**src/rtl/assert_macros.svh**
```systemverilog
// Assertion helpers for the RTL datapath (gdfo_dpath).
`ifndef ASSERT_MACROS_SVH
`define ASSERT_MACROS_SVH

// Check that a condition holds on every clock edge out of reset.
`define ASSERT_ALWAYS(lbl, clk, rst_n, expr) \
    lbl: assert property (@(posedge clk) disable iff (!rst_n) (expr)) \
        else $error("invariant violated");

// Check that a condition implies another on the same clock edge.
`define ASSERT_IMPLY(lbl, clk, rst_n, ante, cons) \
    lbl: assert property (@(posedge clk) disable iff (!rst_n) (ante) |-> (cons)) \
        else $error("implication violated");

`endif

```
**src/rtl/gdfo_pkg.sv**
```systemverilog
`default_nettype none

package gdfo_pkg;

    localparam int NODE_W   = 5;
    localparam int NODE_LIM = 2 ** NODE_W;
    localparam int CNT_W    = 6;

    localparam logic [CNT_W-1:0] NODE_COUNT_RST = 6'd32;

    localparam logic CMD_ADD_EDGE = 1'b0;
    localparam logic CMD_SEARCH   = 1'b1;

    // Commands from the sequencer to the datapath
    typedef struct packed {
        logic edge_wr;
        logic start;
        logic row_load;
        logic emit_root;
        logic emit_child;
        logic pop;
        logic next_root;
    } t_ctl_cmd;

    // Status from the datapath to the sequencer
    typedef struct packed {
        logic src_ok;
        logic found;
        logic depth_one;
        logic unvisited;
        logic out_free;
    } t_ctl_stat;

endpackage

`default_nettype wire

```
**src/rtl/gdfo_ctrl.sv**
```systemverilog
`default_nettype none

module gdfo_ctrl (
    input  logic                 i_clk,
    input  logic                 i_rst_n,
    input  logic                 i_in_valid,
    input  logic                 i_cmd,
    output logic                 o_in_stall,
    input  gdfo_pkg::t_ctl_stat  i_stat,
    output gdfo_pkg::t_ctl_cmd   o_cmd
);
    import gdfo_pkg::*;

    typedef enum logic [4:0] {
        S_IDLE = 5'b00001,
        S_ROOT = 5'b00010,
        S_READ = 5'b00100,
        S_SCAN = 5'b01000,
        S_NEXT = 5'b10000
    } t_state;

    t_state r_state;
    t_state n_state;

    always_ff @(posedge i_clk) begin
        if (!i_rst_n) begin
            r_state <= S_IDLE;
        end else begin
            r_state <= n_state;
        end
    end

    always_comb begin
        n_state    = r_state;
        o_cmd      = '0;
        o_in_stall = 1'b1;
        case (r_state)
            S_IDLE: begin
                o_in_stall = 1'b0;
                if (i_in_valid) begin
                    if (i_cmd == CMD_ADD_EDGE) begin
                        o_cmd.edge_wr = 1'b1;
                    end else begin
                        o_cmd.start = 1'b1;
                        // drop searches whose source is not in use
                        if (i_stat.src_ok) begin
                            n_state = S_ROOT;
                        end
                    end
                end
            end
            S_ROOT: begin
                if (i_stat.out_free) begin
                    o_cmd.emit_root = 1'b1;
                    n_state         = S_READ;
                end
            end
            S_READ: begin
                o_cmd.row_load = 1'b1;
                n_state        = S_SCAN;
            end
            S_SCAN: begin
                if (i_stat.found) begin
                    // hold until the output register can take the request
                    if (i_stat.out_free) begin
                        o_cmd.emit_child = 1'b1;
                        n_state          = S_READ;
                    end
                end else begin
                    o_cmd.pop = 1'b1;
                    n_state   = i_stat.depth_one ? S_NEXT : S_READ;
                end
            end
            S_NEXT: begin
                if (i_stat.unvisited) begin
                    o_cmd.next_root = 1'b1;
                    n_state         = S_ROOT;
                end else begin
                    n_state = S_IDLE;
                end
            end
            default: begin
                n_state = S_IDLE;
            end
        endcase
    end

endmodule

`default_nettype wire

```
**src/rtl/gdfo_dpath.sv**
```systemverilog
`default_nettype none
`include "assert_macros.svh"

module gdfo_dpath #(
    parameter int MAX_NODES = 32
) (
    input  logic                        i_clk,
    input  logic                        i_rst_n,
    input  logic                        i_cfg_we,
    input  logic [gdfo_pkg::CNT_W-1:0]  i_cfg_data,
    input  logic [gdfo_pkg::NODE_W-1:0] i_node_a,
    input  logic [gdfo_pkg::NODE_W-1:0] i_node_b,
    input  gdfo_pkg::t_ctl_cmd          i_cmd,
    output gdfo_pkg::t_ctl_stat         o_stat,
    output logic                        o_out_valid,
    input  logic                        i_out_stall,
    output logic [gdfo_pkg::NODE_W-1:0] o_visited_node,
    output logic [gdfo_pkg::NODE_W-1:0] o_parent_node,
    output logic                        o_last
);
    import gdfo_pkg::*;

    localparam int LIM = (MAX_NODES < NODE_LIM) ? MAX_NODES : NODE_LIM;
    localparam int IW  = $clog2(LIM);
    localparam int DW  = $clog2(LIM + 1);
    localparam logic [CNT_W-1:0] LIM_C = CNT_W'(LIM);

    logic [CNT_W-1:0]  r_node_count;
    logic [LIM-1:0]    r_adj [LIM];
    logic [LIM-1:0]    r_visited;
    logic [NODE_W-1:0] r_stack [LIM];
    logic [DW-1:0]     r_depth;
    logic [DW-1:0]     r_cnt;
    logic [CNT_W-1:0]  r_n;
    logic [NODE_W-1:0] r_src;
    logic [NODE_W-1:0] r_root;
    logic [NODE_W-1:0] r_root_par;
    logic [LIM-1:0]    r_row;
    logic [NODE_W-1:0] r_top;
    logic              r_out_valid;
    logic [NODE_W-1:0] r_out_node;
    logic [NODE_W-1:0] r_out_par;
    logic              r_out_last;

    logic [CNT_W-1:0]  n_use;
    logic              a_ok;
    logic              b_ok;
    logic [IW-1:0]     a_idx;
    logic [IW-1:0]     b_idx;
    logic [LIM-1:0]    inuse;
    logic [LIM-1:0]    cand;
    logic [LIM-1:0]    unv;
    logic              found;
    logic [NODE_W-1:0] found_idx;
    logic              any_unv;
    logic [NODE_W-1:0] next_idx;
    logic [DW-1:0]     depth_m1;
    logic [DW-1:0]     depth_m2;
    logic [IW-1:0]     top_idx;
    logic              emit;
    logic [NODE_W-1:0] emit_node;
    logic [NODE_W-1:0] emit_par;
    logic              emit_last;
    logic              out_free;

    assign n_use = (r_node_count > LIM_C) ? LIM_C : r_node_count;
    assign a_ok  = CNT_W'(i_node_a) < LIM_C;
    assign b_ok  = CNT_W'(i_node_b) < LIM_C;
    assign a_idx = i_node_a[IW-1:0];
    assign b_idx = i_node_b[IW-1:0];

    always_comb begin
        for (int i = 0; i < LIM; i++) begin
            inuse[i] = CNT_W'(i) < r_n;
        end
    end

    assign cand = r_row & ~r_visited & inuse;
    assign unv  = ~r_visited & inuse;

    // lowest set bit wins
    always_comb begin
        found     = 1'b0;
        found_idx = '0;
        any_unv   = 1'b0;
        next_idx  = '0;
        for (int i = LIM - 1; i >= 0; i--) begin
            if (cand[i]) begin
                found     = 1'b1;
                found_idx = NODE_W'(i);
            end
            if (unv[i]) begin
                any_unv  = 1'b1;
                next_idx = NODE_W'(i);
            end
        end
    end

    assign depth_m1 = r_depth - DW'(1);
    assign depth_m2 = r_depth - DW'(2);
    assign top_idx  = r_top[IW-1:0];

    assign emit      = i_cmd.emit_root || i_cmd.emit_child;
    assign emit_node = i_cmd.emit_root ? r_root : found_idx;
    assign emit_par  = i_cmd.emit_root ? r_root_par : r_top;
    assign emit_last = (CNT_W'(r_cnt) + CNT_W'(1)) == r_n;
    assign out_free  = !r_out_valid || !i_out_stall;

    assign o_stat.src_ok    = CNT_W'(i_node_a) < n_use;
    assign o_stat.found     = found && (r_depth < DW'(LIM));
    assign o_stat.depth_one = r_depth == DW'(1);
    assign o_stat.unvisited = any_unv;
    assign o_stat.out_free  = out_free;

    always_ff @(posedge i_clk) begin
        if (!i_rst_n) begin
            r_node_count <= NODE_COUNT_RST;
        end else if (i_cfg_we) begin
            r_node_count <= i_cfg_data;
        end
    end

    always_ff @(posedge i_clk) begin
        if (!i_rst_n) begin
            for (int r = 0; r < LIM; r++) begin
                r_adj[r] <= '0;
            end
        end else if (i_cmd.edge_wr && a_ok && b_ok) begin
            r_adj[a_idx][b_idx] <= 1'b1;
            r_adj[b_idx][a_idx] <= 1'b1;
        end
    end

    always_ff @(posedge i_clk) begin
        if (!i_rst_n) begin
            r_visited <= '0;
            r_depth   <= '0;
            r_cnt     <= '0;
        end else begin
            if (i_cmd.start) begin
                r_visited <= '0;
                r_depth   <= '0;
                r_cnt     <= '0;
            end
            if (emit) begin
                r_visited[emit_node[IW-1:0]] <= 1'b1;
                r_cnt                        <= r_cnt + DW'(1);
            end
            if (i_cmd.emit_root) begin
                r_depth <= DW'(1);
            end else if (i_cmd.emit_child) begin
                r_depth <= r_depth + DW'(1);
            end else if (i_cmd.pop) begin
                r_depth <= depth_m1;
            end
        end
    end

    always_ff @(posedge i_clk) begin
        if (i_cmd.start) begin
            r_n        <= n_use;
            r_src      <= i_node_a;
            r_root     <= i_node_a;
            r_root_par <= i_node_a;
        end
        // restart roots report the search source as parent
        if (i_cmd.next_root) begin
            r_root     <= next_idx;
            r_root_par <= r_src;
        end
        if (i_cmd.row_load) begin
            r_row <= r_adj[top_idx];
        end
        // keep the top of stack in a register; a pop reads the entry below it
        if (i_cmd.emit_root) begin
            r_stack[0] <= r_root;
            r_top      <= r_root;
        end else if (i_cmd.emit_child) begin
            r_stack[r_depth[IW-1:0]] <= found_idx;
            r_top                    <= found_idx;
        end else if (i_cmd.pop) begin
            r_top <= r_stack[depth_m2[IW-1:0]];
        end
    end

    always_ff @(posedge i_clk) begin
        if (!i_rst_n) begin
            r_out_valid <= 1'b0;
        end else if (emit) begin
            r_out_valid <= 1'b1;
        end else if (!i_out_stall) begin
            r_out_valid <= 1'b0;
        end
    end

    always_ff @(posedge i_clk) begin
        if (emit) begin
            r_out_node <= emit_node;
            r_out_par  <= emit_par;
            r_out_last <= emit_last;
        end
    end

    assign o_out_valid    = r_out_valid;
    assign o_visited_node = r_out_node;
    assign o_parent_node  = r_out_par;
    assign o_last         = r_out_last;

    `ASSERT_IMPLY(a_emit_slot_free, i_clk, i_rst_n, emit, out_free)
    `ASSERT_IMPLY(a_emit_unvisited, i_clk, i_rst_n, emit, !r_visited[emit_node[IW-1:0]])
    `ASSERT_IMPLY(a_child_has_parent, i_clk, i_rst_n, i_cmd.emit_child, r_depth != '0)
    `ASSERT_ALWAYS(a_depth_bound, i_clk, i_rst_n, r_depth <= DW'(LIM))

endmodule

`default_nettype wire

```
**src/rtl/graph_depth_first_order_top.sv**
```systemverilog
// Depth-first visiting order over an undirected graph of up to 32 nodes.
// Input channel (i_in_valid / o_in_stall): a request with i_cmd = add edge
// sets both matrix bits and gives no result; i_cmd = search
// names the source in i_node_a. A search gives one result per node in use
// (o_visited_node, o_parent_node), preorder with neighbors in ascending
// order, o_last high on the final one; unreached nodes restart the walk
// with the source as parent. A source outside the node count gives nothing.
// Configuration: i_cfg_we writes node_count from i_cfg_data. The user must
// write it only while idle; the block itself does not enforce this.
// Sequence: an accepted search moves to the root state, which loads the root
// into the output register once that is free. Each node takes a row read and
// a neighbor scan when it is pushed, again when it is popped; a root's share
// goes to its load (S_ROOT) and the restart check (S_NEXT). o_in_stall stays
// high until the search is done; the sequencer and the single adjacency row read per scan set the pace.
// Stall: the output register holds its request while i_out_stall is high
// and the walk pauses on its next result; nothing is dropped.
// Reset: synchronous, active low; clears the adjacency matrix, the search
// state and the output valid, and sets node_count to 32.
`default_nettype none

module graph_depth_first_order_top #(
    parameter int MAX_NODES = 32
) (
    input  logic                        i_clk,
    input  logic                        i_rst_n,
    input  logic                        i_cfg_we,
    input  logic [gdfo_pkg::CNT_W-1:0]  i_cfg_data,
    input  logic                        i_in_valid,
    output logic                        o_in_stall,
    input  logic                        i_cmd,
    input  logic [gdfo_pkg::NODE_W-1:0] i_node_a,
    input  logic [gdfo_pkg::NODE_W-1:0] i_node_b,
    output logic                        o_out_valid,
    input  logic                        i_out_stall,
    output logic [gdfo_pkg::NODE_W-1:0] o_visited_node,
    output logic [gdfo_pkg::NODE_W-1:0] o_parent_node,
    output logic                        o_last
);
    import gdfo_pkg::*;

    t_ctl_cmd  w_cmd;
    t_ctl_stat w_stat;

    gdfo_ctrl u_ctrl (
        .i_clk      (i_clk),
        .i_rst_n    (i_rst_n),
        .i_in_valid (i_in_valid),
        .i_cmd      (i_cmd),
        .o_in_stall (o_in_stall),
        .i_stat     (w_stat),
        .o_cmd      (w_cmd)
    );

    gdfo_dpath #(
        .MAX_NODES (MAX_NODES)
    ) u_dpath (
        .i_clk          (i_clk),
        .i_rst_n        (i_rst_n),
        .i_cfg_we       (i_cfg_we),
        .i_cfg_data     (i_cfg_data),
        .i_node_a       (i_node_a),
        .i_node_b       (i_node_b),
        .i_cmd          (w_cmd),
        .o_stat         (w_stat),
        .o_out_valid    (o_out_valid),
        .i_out_stall    (i_out_stall),
        .o_visited_node (o_visited_node),
        .o_parent_node  (o_parent_node),
        .o_last         (o_last)
    );

endmodule

`default_nettype wire

```
**config.mk**
```make
export PLATFORM = sky130hd
export DESIGN_NAME = graph_depth_first_order_top
export DESIGN_NICKNAME = d
export VERILOG_FILES = /design/src/rtl/gdfo_pkg.sv /design/src/rtl/gdfo_ctrl.sv /design/src/rtl/gdfo_dpath.sv /design/src/rtl/graph_depth_first_order_top.sv
export VERILOG_INCLUDE_DIRS = /design/src /design/src/rtl
export SDC_FILE = /design/constraint.sdc
export NUM_CORES = 2
export LEC_CHECK = 0
export ABC_AREA = 0
export BUFFER_PORTS_ARGS = -buffer_cell sky130_fd_sc_hd__clkbuf_2
export CAP_MARGIN = 30
export CORE_ASPECT_RATIO = 0.5
export CORE_MARGIN = 3
export CORE_UTILIZATION = 61
export DETAILED_ROUTE_END_ITERATION = 7
export GPL_TIMING_DRIVEN = 1
export PLACE_DENSITY = 0.74
export SYNTH_ARGS = -nofsm -noshare
export SYNTH_HDL_FRONTEND = slang
export SYNTH_SLANG_ARGS = --single-unit
```
**constraint.sdc**
```tcl
create_clock -name i_clk -period 5.5 [get_ports i_clk]
set_input_delay 1.1 -clock i_clk [delete_from_list [all_inputs] [get_ports i_clk]]
set_output_delay 1.1 -clock i_clk [all_outputs]
set_load 0.02 [all_outputs]
```
# [Word level (Yosys, flattened, before mapping)]
# Memory sizes are Yosys's and may differ from the RTL's. A register that Yosys moved wholly into a read port is not among the register bits.
# Index checks and enable logic that the tools add are counted.
[totals] n_memories=2 wordCells=290 in_bits=22 ramBits=1184 regBits=93
[mem_list] memory="u_dpath.r_adj" words=32 word_bits=32 read_ports=1 rd_ports_with_merged_regs=1 wr=32 line_no="gdfo_dpath.sv:29" rtl="logic [LIM-1:0] r_adj [LIM];"
[mem_list] memory="u_dpath.r_stack" words=32 word_bits=5 read_ports=1 rd_ports_with_merged_regs=0 wr=1 line_no="gdfo_dpath.sv:31" rtl="logic [NODE_W-1:0] r_stack [LIM];"
[classes] bitwise_logic=6 muxes=193 reduce_logical=18 eq_ne=11 n_addsub=4 n_lt_le_gt_ge=41
[ops] operator="2-to-1 mux 5 bit" count=82
[ops] operator="2-to-1 mux 32 bit" count=9
[ops] operator="AND 32 bit" count=3
[ops] operator="less-than comparator 5 x 6 -> 1 bit, first input constant" count=16
[ops] operator="2-to-1 mux 1 bit" count=89
[ops] operator="OR reduction 32 bit" count=2
[ops] operator="less-than comparator 4 x 6 -> 1 bit, first input constant" count=8
[ops] operator="NOT 32 bit" count=1
[ops] operator="OR 32 bit" count=1
[ops] operator="2-to-1 mux 6 bit" count=5
[ops] operator="case mux 5 bit (5 select lines)" count=1
[ops] operator="less-than comparator 3 x 6 -> 1 bit, first input constant" count=4
[ops] operator="less-than comparator 5 x 6 -> 1 bit, second input constant" count=3
[ops] operator="demux 1 bit (select 5 bit)" count=3
[ops] operator="greater-or-equal comparator 5 x 1 -> 1 bit, second input constant" count=3
[ops] operator="adder 6 x 1 -> 6 bit, second input constant" count=2
[ops] operator="less-than comparator 1 x 6 -> 1 bit, first input constant" count=2
[ops] operator="less-than comparator 2 x 6 -> 1 bit, first input constant" count=2
[ops] operator="2-to-1 mux 2 bit" count=4
[ops] operator="== test 6 x 1 -> 1 bit, second input constant" count=1
[ops] operator="== test 6 bit" count=1
[ops] operator="greater-than comparator 6 bit, second input constant" count=1
[ops] operator="less-than comparator 5 x 6 -> 1 bit" count=1
[ops] operator="less-than comparator 6 bit, second input constant" count=1
[ops] operator="19 further kinds" count=28

# [Depth between registers and ports, before layout]
[logic_depth] word_depth=43 ltp_mapped=12 mapped_depth_nobuf=9

# [Modules after synthesis]
# A second synthesis with hierarchy kept.
[hier_totals] cells_unflattened=4406 area_unflattened_um2=53925.5
[by_module_without_submodules] module="gdfo_dpath" n_inst=1 cells_each=4361 seq_area_each_um2=28397.2 area_each_um2=53576.4
[by_module_without_submodules] module="gdfo_ctrl" n_inst=1 cells_each=45 seq_area_each_um2=100.1 area_each_um2=349.1

# [Worst setup path before layout]
# No wires, ideal clock.
[synth_timing] kind="in2reg" start="input i_out_stall" end="memory u_dpath.r_stack[0][0], data pin" required_ns=5.046 arrival_time_ns=3.500 cell_stages=6 path_slack_ns=1.546 n_path_buf=2 path_cell_list="and2_1 -> or3_1 -> o21bai_2 -> buf_2 -> buf_2 -> o21ai_0"
[synth_between] elab_chain_cells=10 elab_cells_between_ends=11
[synth_rtl] item="start, declared" line_no="graph_depth_first_order_top.sv:34" rtl="input logic i_out_stall,"
[synth_rtl] item="logical NOT 1 bit (*)" line_no="gdfo_dpath.sv:107" rtl="assign out_free = !r_out_valid || !i_out_stall;"
[synth_rtl] item="logical OR 1 bit (*)" line_no="gdfo_dpath.sv:107"
[synth_rtl] item="2-to-1 mux 1 bit (*)" line_no="gdfo_ctrl.sv:53, gdfo_ctrl.sv:65"
[synth_rtl] item="2-to-1 mux 1 bit" line_no="gdfo_ctrl.sv:63" rtl="if (i_stat.found) begin"
[synth_rtl] item="2-to-1 mux 2 bit" line_no="gdfo_ctrl.sv:37" rtl="case (r_state)"
[synth_rtl] item="2-to-1 mux 1 bit" line_no="gdfo_dpath.sv:178" rtl="end else if (i_cmd.emit_child) begin"
[synth_rtl] item="2-to-1 mux 1 bit (*)" line_no="gdfo_dpath.sv:175" rtl="if (i_cmd.emit_root) begin"
[synth_rtl] item="2-to-1 mux 1 bit (not written as such) (*)" line_no="gdfo_dpath.sv:179" rtl="r_stack[r_depth[IW-1:0]] <= found_idx;"
[synth_rtl] item="OR reduction 5 bit (no line) (*)"
[synth_rtl] item="2-to-1 mux 5 bit (no line) (*)"
[synth_rtl] item="end, declared" line_no="gdfo_dpath.sv:31"
# Every way passes the cells marked *; elsewhere a longest branch is shown, timed or not.

# [Worst setup path in the final report]
[layout_timing] start="register u_dpath.r_n[4]" end="memory u_dpath.r_stack[4][1] (enable)"
[layout_between] elab_chain_cells=42 elab_cells_between_ends=74
[layout_rtl] item="start, declared" line_no="gdfo_dpath.sv:34" rtl="logic [CNT_W-1:0] r_n;"
[layout_rtl] item="start signal, assigned" line_no="gdfo_dpath.sv:161" rtl="r_n <= n_use;"
[layout_rtl] item="less-than comparator 5 x 6 -> 1 bit" line_no="gdfo_dpath.sv:74" rtl="inuse[i] = CNT_W'(i) < r_n;"
[layout_rtl] item="AND 32 bit (*)" line_no="gdfo_dpath.sv:78" rtl="assign cand = r_row & ~r_visited & inuse;"
[layout_rtl] item="2-to-1 mux 1 bit (31 in series)" line_no="gdfo_dpath.sv:88" rtl="if (cand[i]) begin"
[layout_rtl] item="2-to-1 mux 1 bit (*)" line_no="gdfo_dpath.sv:88"
[layout_rtl] item="logical AND 1 bit (*)" line_no="gdfo_dpath.sv:110" rtl="assign o_stat.found = found && (r_depth < DW'(LIM));"
[layout_rtl] item="2-to-1 mux 1 bit (*)" line_no="gdfo_ctrl.sv:63"
[layout_rtl] item="2-to-1 mux 2 bit (*)" line_no="gdfo_ctrl.sv:37"
[layout_rtl] item="2-to-1 mux 1 bit (*)" line_no="gdfo_dpath.sv:178"
[layout_rtl] item="2-to-1 mux 1 bit (*)" line_no="gdfo_dpath.sv:175"
[layout_rtl] item="2-to-1 mux 1 bit (not written as such) (*)" line_no="gdfo_dpath.sv:179"
[layout_rtl] item="OR reduction 5 bit (no line)"
[layout_rtl] item="2-to-1 mux 5 bit (no line) or 2-to-1 mux 1 bit (tied branches)"
# Marked as above.

==> results.yml <==
yosys:
  synth_cell_type_count: 92
  synth_top_cell_area_share_pct: 38.13
  synthesis.area_mm2: 0.05670
  yosysWarnings: 0
  synthCells: 5126
  synth-main-ff-cell: "dfxtp_1"
  syn-num-nets: 5159
  syn_avg_cell_area_um2: 11.06
  post-synth-top-area-cell: "dfxtp_1"
  ys_ff_latch: 1309
  seq_area_frac_synth_pct: 50.26
  netlist_top_cells_area: "dfxtp_1 38%, o221ai_1 15%, mux4_2 15%"
  synth_edf_count: 229
  synthArstFlopShare_pct: 0
sta:
  finClkSkew_ns: 0.04240
  finalSetupViolations: 0
  hold_viol: 0
  slew_viol_final: 0
  tightest_slew_ns: 1.348
  slew_headroom_pct: 10.15
  max_freq_ghz: 0.2040
  period_share_pct: 89.14
  rsz0062_at_grt: "false"
  holdWs_ns: 0.4483
  setup_tns_ns: 0
  setup_ws_ns: 0.5973
  final.min_clock_period_ns: 4.903
power:
  ir_worst_vdd_uv: 240.0
  p_per_area_mw_per_mm2: 311.8
  leakage_nw: 19.91
routing:
  wl_um: 180400
  vias_per_cell: 7.587
  first_pass_iters: 7
  via_count: 46219
  drc: 0
  postRouteAntennaNets: 0
  drt_iter0_markers: 7743
  wl_per_cell_um: 29.61
min_path:
  hold_class: "flip-flop to flip-flop"
  whs_path_depth: 2
setup_path:
  cp.required_ns: 5.86
  rr_worst_depth: 8
  path_max_fanout: 22
  path_class: "flip-flop to flip-flop"
  cp-end-kind: "flip-flop"
  cp_data_arrival_time_ns: 5.27
  crit_path_start_kind: "flip-flop"
finish:
  final_cell_count_no_fill: 6092
  fin_nets: 4795
  area_growth_pct: 7.911
  final_layout_size_suffix_gt1_share_pct: 17.50
  finish.instance_area_mm2: 0.06118
  antenna_cells: 0
die:
  ios: 35
  die_x_um: 437.2
  die_area_mm2: 0.09687
  row_count: 78
  start_util_pct: 62.07
  core-area_mm2: 0.09135
  die_height_um: 221.6
clocking:
  cts_resized: 0
  ctsHoldBuffers: 0
  cts_setup_buffers: 0
  numClockSinks: 1309
  cts_tree: "built"
  clk_pin_slew_ns: 0.07
  insertion_delay_ns: 0.74
  cts-htree-levels: 3
  cts_buffer_depth: 3
  cts_buffers: 110
  clockRootBuffer: "clkbuf_16"
job:
  maxCapViolations: 0
grt:
  grt.total_usage_pct: 36.23
  grt_antenna_before_repair: 10
  grt_pass1_wl_um: 271900
  grt_pass1_vias: 43771
  grt_max_degree: 268
  grt_overflow: 0
placement:
  gp_congestion: 0.9290
  numPortBuffers: 34
  dpl_cell_area_mm2: 0.05733
  placed_cells: 5886
  dp_slack_ns: 0.7381
  dpl.hpwl_um: 98990
run_status:
  status: "finished clean"
[state kept, by name (all words and copies together) (netlist names), 6 cells and up]
| name | count |
|---|---|
| u_dpath.r_adj | 1024 |
| u_dpath.r_cnt | 6 |
| u_dpath.r_row | 32 |
| u_dpath.r_n | 6 |
| u_dpath.r_stack | 160 |
| u_dpath.r_node_count | 6 |
| u_dpath.r_visited | 32 |
| u_dpath.r_depth | 6 |
[where the power goes]
group / internal (mW) / switching, mW / total, mW
clock network: 4.59 / 3.66 / 8.26
registers: 9.80 / 0.0633 / 9.86
logic: 0.262 / 0.699 / 0.961
[layout by cell type (no fill, tap or decap), types with 15 or more instances in the layout]
cell type  netlist  final
nor2b_1         24     23
a21o_1          15     15
nand2b_1        16     16
nand3_1         33     33
dfxtp_1       1080   1078
mux2_2          41     41
edfxtp_1       229    229
inv_1           24     24
clkinv_2         0     25
nor3_1          27     26
buf_12           0     21
o221ai_1       993    993
a211oi_1        17     17
clkbuf_2         0     33
a21oi_1         51     51
buf_4            0    102
nand2_2          0     64
clkbuf_1       583     22
nand2_1       1183   1119
o21ai_0         80     79
mux4_2         370    370
clkbuf_16        0    112
nor2_1          80     80
[area by class of cell]
type	instances	area [um^2]
flip-flops and latches	1309	28500
multi-input cells	3154	25820
fillers	6645	30160
repair buffers	161	1454
clock buffers	148	3078
well taps	1240	1551
inverters	26	97.59
clock inverters	54	686.9
[critical path, stage by stage (launching register included)]
cell and delay (ns):
edfxtp_1 0.90, nor2_1 0.44, a2111oi_1 0.73, a2111oi_2 0.13
nand4_1 0.32, nor2_1 0.13, nor2_1 0.54, nand3_1 0.52
nor4_1 0.84
[through the flow]
step	total power, mW	utilization [%]
after floorplan	10.70	-
after global placement	10.99	62.56
after detailed placement	11.01	62.75
after CTS	19.08	66.88
after global routing	19.55	66.98
final	19.08	66.98
[synth_stat cells, types with 11 or more instances]
| cell type | count |
|---|---|
| nand2_1 | 1183 |
| nand2b_1 | 16 |
| o21ai_0 | 80 |
| nand3_1 | 33 |
| a211oi_1 | 17 |
| inv_1 | 24 |
| a21oi_1 | 51 |
| dfxtp_1 | 1080 |
| nor3_1 | 27 |
| o211ai_1 | 12 |
| buf_2 | 18 |
| mux4_2 | 370 |
| ha_1 | 11 |
| nor2_1 | 80 |
| nor2b_1 | 24 |
| nor4_1 | 14 |
| buf_1 | 30 |
| edfxtp_1 | 229 |
| a21o_1 | 15 |
| o221ai_1 | 993 |
| mux2_2 | 41 |
| clkbuf_1 | 583 |
[final timing paths]
path / endpoint / slack (ns) / from
setup / recovery: u_dpath.r_stack[4][1]$_DFFE_PP_ / 0.60 / u_dpath.r_n[4]$_DFFE_PP_
setup reg to reg: u_dpath.r_stack[4][1]$_DFFE_PP_ / 0.60 / u_dpath.r_n[4]$_DFFE_PP_
hold reg to reg: u_dpath.r_adj[27][27]$_DFF_P_ / 0.45 / u_dpath.r_adj[27][27]$_DFF_P_
hold / removal: u_dpath.r_adj[27][27]$_DFF_P_ / 0.45 / u_dpath.r_adj[27][27]$_DFF_P_
[routing by layer]
metal / global-route usage (%) / vias to the layer above / part of all wire, %
met5: 0 / - / 0.028
met4: 12.89 / 8 / 3.5
met3: 10.48 / 467 / 14
met2: 53.60 / 3537 / 44
met1: 51.08 / 23009 / 38
li1: - / 19198 / -
[cell families (layout without fill, tap and decap cells)]
logic type	count (synthesis)	in the layout	synth area share, %
DFF	1309	1309	50.26
buffers and inverters	663	389	4.508
adders and majority gates	11	11	0.2427
AOI/OAI and AO/OA	1274	1274	18.84
and+or+nand+nor	1438	1438	10.29
muxes	420	420	15.67
xor gates and xnor gates	11	11	0.1832
Power figures use the tool's default switching activity.
